$ cat src/rtl/tic_pkg.sv
// Package: constants, opcodes, fault codes and shared types for the teaching ISA core.
`default_nettype none
package tic_pkg;
    localparam int MEM_BYTES_DEF = 1024;

    localparam logic [3:0] OP_HALT = 4'd0;
    localparam logic [3:0] OP_ADD  = 4'd1;
    localparam logic [3:0] OP_AND  = 4'd2;
    localparam logic [3:0] OP_DIV  = 4'd3;
    localparam logic [3:0] OP_MUL  = 4'd4;
    localparam logic [3:0] OP_SUB  = 4'd5;
    localparam logic [3:0] OP_OR   = 4'd6;
    localparam logic [3:0] OP_STK  = 4'd7;
    localparam logic [3:0] OP_INT  = 4'd8;
    localparam logic [3:0] OP_ADDI = 4'd9;
    localparam logic [3:0] OP_BEQ  = 4'd10;
    localparam logic [3:0] OP_BLT  = 4'd11;
    localparam logic [3:0] OP_JMP  = 4'd12;
    localparam logic [3:0] OP_CALL = 4'd13;
    localparam logic [3:0] OP_LD   = 4'd14;
    localparam logic [3:0] OP_ST   = 4'd15;

    localparam logic [1:0] STK_RET  = 2'd0;
    localparam logic [1:0] STK_PUSH = 2'd1;
    localparam logic [1:0] STK_POP  = 2'd2;

    localparam logic [1:0] FLT_NONE = 2'd0;
    localparam logic [1:0] FLT_MEM  = 2'd1;
    localparam logic [1:0] FLT_DIV0 = 2'd2;

    typedef struct packed {
        logic        start;
        logic [31:0] dividend;
        logic [31:0] divisor;
    } div_req_t;

    typedef struct packed {
        logic        done;
        logic [31:0] quotient;
    } div_rsp_t;
endpackage
`default_nettype wire

$ cat src/rtl/tic_div.sv
// Iterative signed divider, one quotient bit per cycle.
`default_nettype none
module tic_div
    import tic_pkg::*;
(
    input  wire logic     aclk,
    input  wire logic     aresetn,
    input  wire div_req_t req,
    output div_rsp_t      rsp
);
    logic        busy_reg, busy_next;
    logic [4:0]  cnt_reg, cnt_next;
    logic [31:0] rem_reg, rem_next;
    logic [31:0] quo_reg, quo_next;
    logic [31:0] dvs_reg, dvs_next;
    logic        neg_reg, neg_next;
    logic        done_reg, done_next;
    logic [32:0] trial;
    logic [32:0] shifted;

    always_comb begin
        busy_next = busy_reg;
        cnt_next  = cnt_reg;
        rem_next  = rem_reg;
        quo_next  = quo_reg;
        dvs_next  = dvs_reg;
        neg_next  = neg_reg;
        done_next = 1'b0;
        shifted   = {rem_reg, quo_reg[31]};
        trial     = shifted - {1'b0, dvs_reg};
        if (req.start) begin
            busy_next = 1'b1;
            cnt_next  = 5'd31;
            rem_next  = '0;
            quo_next  = req.dividend[31] ? (32'd0 - req.dividend) : req.dividend;
            dvs_next  = req.divisor[31] ? (32'd0 - req.divisor) : req.divisor;
            neg_next  = req.dividend[31] ^ req.divisor[31];
        end else if (busy_reg) begin
            if (!trial[32]) begin
                rem_next = trial[31:0];
                quo_next = {quo_reg[30:0], 1'b1};
            end else begin
                rem_next = shifted[31:0];
                quo_next = {quo_reg[30:0], 1'b0};
            end
            cnt_next = cnt_reg - 5'd1;
            if (cnt_reg == 5'd0) begin
                busy_next = 1'b0;
                done_next = 1'b1;
            end
        end
    end

    always_ff @(posedge aclk) begin
        if (!aresetn) begin
            busy_reg <= 1'b0;
            done_reg <= 1'b0;
        end else begin
            busy_reg <= busy_next;
            done_reg <= done_next;
        end
        cnt_reg <= cnt_next;
        rem_reg <= rem_next;
        quo_reg <= quo_next;
        dvs_reg <= dvs_next;
        neg_reg <= neg_next;
    end

    assign rsp.done     = done_reg;
    assign rsp.quotient = neg_reg ? (32'd0 - quo_reg) : quo_reg;
endmodule
`default_nettype wire

$ cat config.mk
export PLATFORM = sky130hd
export DESIGN_NAME = tic_div
export DESIGN_NICKNAME = d
export VERILOG_FILES = /design/src/rtl/tic_pkg.sv /design/src/rtl/tic_div.sv
export SDC_FILE = /design/constraint.sdc
export NUM_CORES = 1
export LEC_CHECK = 0
export BUFFER_PORTS_ARGS = -buffer_cell sky130_fd_sc_hd__buf_2
export CAP_MARGIN = 40
export CORE_MARGIN = 2
export CORE_UTILIZATION = 40
export CTS_CLUSTER_SIZE = 30
export DETAILED_ROUTE_END_ITERATION = 12
export PLACE_DENSITY = 0.64
export SLEW_MARGIN = 20
export SYNTH_ARGS = -nofsm -noshare
export SYNTH_HDL_FRONTEND = slang
export SYNTH_SLANG_ARGS = --single-unit
$ cat constraint.sdc
create_clock -name aclk -period 4.35 [get_ports aclk]
set_clock_uncertainty 0.05 [all_clocks]
set_input_delay 0.435 -clock aclk [delete_from_list [all_inputs] [get_ports aclk]]
set_output_delay 0.435 -clock aclk [all_outputs]
set_load 0.02 [all_outputs]
Yosys cells after proc, flatten, opt, wreduce, memory -nomap -nowiden
Index checks and enable logic that the tools add are counted.
{ "op_classes": {"n_reduce_logical": 3, "n_mux": 11, "n_bitwise": 3, "add_sub_neg": 5} }
{ "op_table": {"columns": ["operator", "count"], "rows": [
  ["2-to-1 mux 32 bit", 5],
  ["subtractor 1 x 32 -> 32 bit, first input constant", 3],
  ["subtractor 33 x 32 -> 33 bit", 1],
  ["2-to-1 mux 31 bit", 1],
  ["logical NOT 5 bit", 1],
  ["2-to-1 mux 1 bit", 5],
  ["subtractor 5 x 1 -> 5 bit, second input constant", 1],
  ["OR reduction 3 bit", 1],
  ["NOT 1 bit", 2],
  ["nonzero test 2 bit", 1],
  ["bitwise XOR 1 bit", 1]
]} }
{ "totals": {"out_inout_bits": 33, "input_bits": 67, "regBits": 104} }

Depth between registers and ports, before layout
{ "logic_depth": {"ltp_word": 4, "ltp_mapped": 12, "ltp_nobuf": 11} }

Worst setup path before layout
Ideal clock, no wire load.
{ "synth_path": {"path_type": "input-to-reg", "from": "in req[32] (netlist name)", "to": "reg quo_reg[28] (data pin)", "t_required_ps": 4030, "path_stages": 10, "arrival_time_ps": 2873, "setup_time_ps": 270, "path_slack_ps": 1157, "cell_sequence": "inv_1 ha_1 or3b_2 nor3_1 nand3_1 or4_4 or4_4 o31ai_1 xor2_1 a21oi_1"} }
{ "synth_via": {"elab_chain_cells": 3} }
{ "synth_rtl": {"columns": ["element", "line", "rtl"], "rows": [
  ["start, declared", "tic_div.sv:8", "input wire div_req_t req,"],
  ["subtractor 1 x 32 -> 32 bit", "tic_div.sv:35", "quo_next = req.dividend[31] ? (32'd0 - req.dividend) : req.dividend;"],
  ["2-to-1 mux 32 bit", "tic_div.sv:35", null],
  ["2-to-1 mux 32 bit", "tic_div.sv:31", "if (req.start) begin"],
  ["named net quo_next[28]", "tic_div.sv:14", "logic [31:0] quo_reg, quo_next;"],
  ["end signal, assigned", "tic_div.sv:64", "quo_reg <= quo_next;"],
  ["end, declared", "tic_div.sv:14", null]
]} }
The timed path passes the listed nets, and every way through them passes these cells.
A chain may end at the register's enable or synchronous reset.

==> flow_metrics.py <==
metrics = {
    "run_status": {
        "status": "completed",
    },
    "sta": {
        "slew_headroom": 0.571,
        "rsz0062_at_grt": "false",
        "setup_viol": 0,
        "holdWs_ps": 263,
        "min_period_ps": 3650,
        "tightest_slew_ps": 643,
        "setup_tns_ps": 0,
        "fmax_mhz": 274,
        "hold_violations": 0,
        "finalCritPeriodShare": 0.840,
        "maxSlewViolCount": 0,
    },
    "clock_tree": {
        "ctsHoldBuffers": 0,
        "cts_resized": 0,
        "clk_pin_slew_worst_paths_ps": 70,
        "cts.path.max_buffers": 2,
        "clockRootBuffer": "clkbuf_16",
        "clk-insertion-delay-late_ps": 360,
        "h-tree-depth": 3,
        "cts_tree": "built",
        "postCtsSetupBuffers": 0,
        "cts_num_sinks": 104,
        "cts-buffers-inserted": 9,
    },
    "layout": {
        "finalNonFillerCells": 1233,
        "drive_gt1_frac": 0.151,
        "final_nets": 1072,
        "postLayoutCoreUtil": 0.466,
        "n_antenna_cell": 0,
        "n_fill_cell": 1900,
        "syn2layout_area_growth_pct": 13.4,
    },
    "worst_setup_path": {
        "crit_required_ps": 3870,
        "r2r_slack_ps": 910,
        "end_kind": "primary output",
        "worst_ep_arrival_time_ps": 3170,
        "worstPathCellList": "inv_1 -> ha_1 -> nor2b_1 -> nand4_1 -> or4_1 -> nand2b_1 -> nand2b_1 -> o31ai_1 -> xnor2_1 -> buf_2",
        "crit_family": "simple AND/OR/NAND/NOR gates",
        "crit_path_start_kind": "register",
        "rr_worst_depth": 13,
        "worst_path_most_repeated_cell": "nand2b_1",
        "cpPeakStageDelay_ps": 530,
        "r2r-start": "quo_reg[31]",
        "critical_path_class": "register to primary output",
        "crit_fanout": 4,
        "crit_buf_inv": 2,
        "reg2reg_to": "rem_reg[20]",
        "cp_slowest_cell": "or4_1",
    },
    "pwr": {
        "pwr-share-comb": 0.284,
        "peakVddDrop_uv": 183,
        "power.switching_uw": 946,
        "internal-power_mw": 1.94,
        "p_sw_frac": 0.328,
        "powerDensity_nw_per_um2": 328,
        "p_leak_nw": 3.41,
        "power_mw": 2.89,
        "pwr-share-seq": 0.423,
        "p_clk_frac": 0.293,
    },
    "synthesis": {
        "synth_top_cell_area_share": 0.251,
        "synth_warnings": 0,
        "synth_edf_count": 65,
        "synth-async-reset-ratio": 0,
        "syn_nets": 995,
        "syn_inst": 891,
        "synth_flop_cell": "edfxtp_1",
        "ys_top_cells_by_count": "nand2_1, xnor2_1, nor2_1, edfxtp_1, a21oi_1",
        "netlist_area_um2": 7770,
        "yosysSeqAreaShare": 0.352,
        "synth_area_leader_cell": "edfxtp_1",
        "synth.most_common_cell": "nand2_1",
        "yosys-top-cells-area": "edfxtp_1, dfxtp_1, xnor2_1",
        "avgSynthCellArea_um2": 8.72,
        "ys_types": 64,
        "ys_seq_elements": 104,
    },
    "die": {
        "die_h_um": 143,
        "die-area_um2": 20600,
        "rows": 50,
        "ios": 100,
        "core_um2": 18900,
        "die_w_um": 143,
        "start_util": 0.411,
    },
    "detailed_routing": {
        "num_vias": 6621,
        "first_iter_violations": 404,
        "viasPerCell": 5.37,
        "wire_per_inst_um": 15.4,
        "drc": 0,
        "wirelength_um": 19000,
        "ant_nets": 0,
        "drt-pass1-iter-count": 5,
    },
    "placed_design": {
        "hpwl_um": 14400,
        "placed_cells": 1217,
        "gp_congestion": 0.828,
        "io_buffer_count": 99,
    },
    "hold_path": {
        "min_path_cells": 3,
        "hold_class": "primary input to register",
        "worstHoldStart": "aresetn",
        "min_to": "busy_reg",
    },
    "global_route": {
        "grt_pass1_wl_um": 31100,
        "grt_overflow": 0,
        "grt_use_total": 0.189,
        "first_global_vias": 6185,
        "grt_max_degree": 52,
        "antenna_found_initial": 1,
    },
    "run": {
        "max_cap_violations": 0,
    },
}
==> how the worst max path moves through the flow <==
stage / depth (start not counted) / end / from
floorplan: 10 / quo_reg[28] / req[32]
global placement: 11 / quo_reg[28] / req[32]
detailed placement: 11 / quo_reg[28] / req[32]
CTS: 10 / rsp[26] / quo_reg[0]
global route: 7 / rsp[31] / quo_reg[9]
finish: 10 / rsp[28] / quo_reg[0]
==> final cells by class <==
cell class	instances	area [um2]	share of cell area
multi-input cells	693	4680	0.532
clock buffers	11	243	0.0275
flip-flops and latches	104	2730	0.310
repair buffers	109	581	0.0659
inverters	51	191	0.0217
well taps	260	325	0.0369
clock inverters	5	55.1	0.00625
==> placed cells by master, fill, tap and decap left out, types with 5 or more instances in the layout <==
cell	n
a31oi_1	8
o211ai_1	6
or4_1	12
or3_1	10
buf_4	10
nor3_1	14
nand2b_1	13
nand4_1	6
o221ai_1	6
o21a_1	6
edfxtp_1	65
nand2_1	83
buf_2	98
o31ai_1	26
xnor2_1	81
nor2b_1	10
clkbuf_16	9
o21bai_1	7
xor2_1	38
nand3_1	12
a21oi_1	62
and3_1	6
mux2i_1	21
o21ai_0	49
a211oi_1	21
nor2_1	75
inv_1	51
a21o_1	9
nand3b_1	5
dfxtp_1	39
o41ai_1	10
nor4_1	7
ha_1	36
==> worst reg2reg max path: cells and delay by family, from the launching register on <==
family	cells	cell delay, ps
XOR/XNOR	1	150
multiplexers	1	250
AO/OA/AOI/OAI	5	1260
flip-flops	1	410
AND/OR/NAND/NOR	1	70
buffers and inverters	3	740
adder cells (fa/ha/maj)	2	390
==> power groups by stage <==
stage | Combinational (mW) | Clock [mW] | Sequential (mW)
2_1_floorplan | 0.587 | 0 | 1.22
3_3_place_gp | 0.806 | 0 | 1.24
3_5_place_dp | 0.813 | 0 | 1.24
4_1_cts | 0.820 | 0.859 | 1.22
5_1_grt | 0.906 | 0.895 | 1.23
6_report | 0.820 | 0.845 | 1.22
==> logic make-up after synthesis <==
group,Yosys count,synth area share
mux,25,0.0328
compound gates,239,0.200
simple gates,272,0.173
xor+xnor,120,0.135
flops,104,0.352
buf+inv,94,0.0467
fa+ha+maj,37,0.0605
==> per-layer routing <==
layer | GRT usage | up-vias | routed length [um]
met1 | 0.267 | 3079 | 9300
met3 | 0.0427 | 17 | 1180
met5 | 0 | - | 0
li1 | - | 3375 | -
met2 | 0.290 | 150 | 8290
met4 | 0.0526 | 0 | 225
==> metrics by stage <==
step / area (um2) / setup WS (ps)
finish: 8810 / 695
global route: 8810 / 436
CTS: 8810 / 682
detailed placement: 8510 / 752
global placement: 8500 / 800
floorplan: 7770 / 1160
No activity file was read; power rests on OpenSTA's default activity.
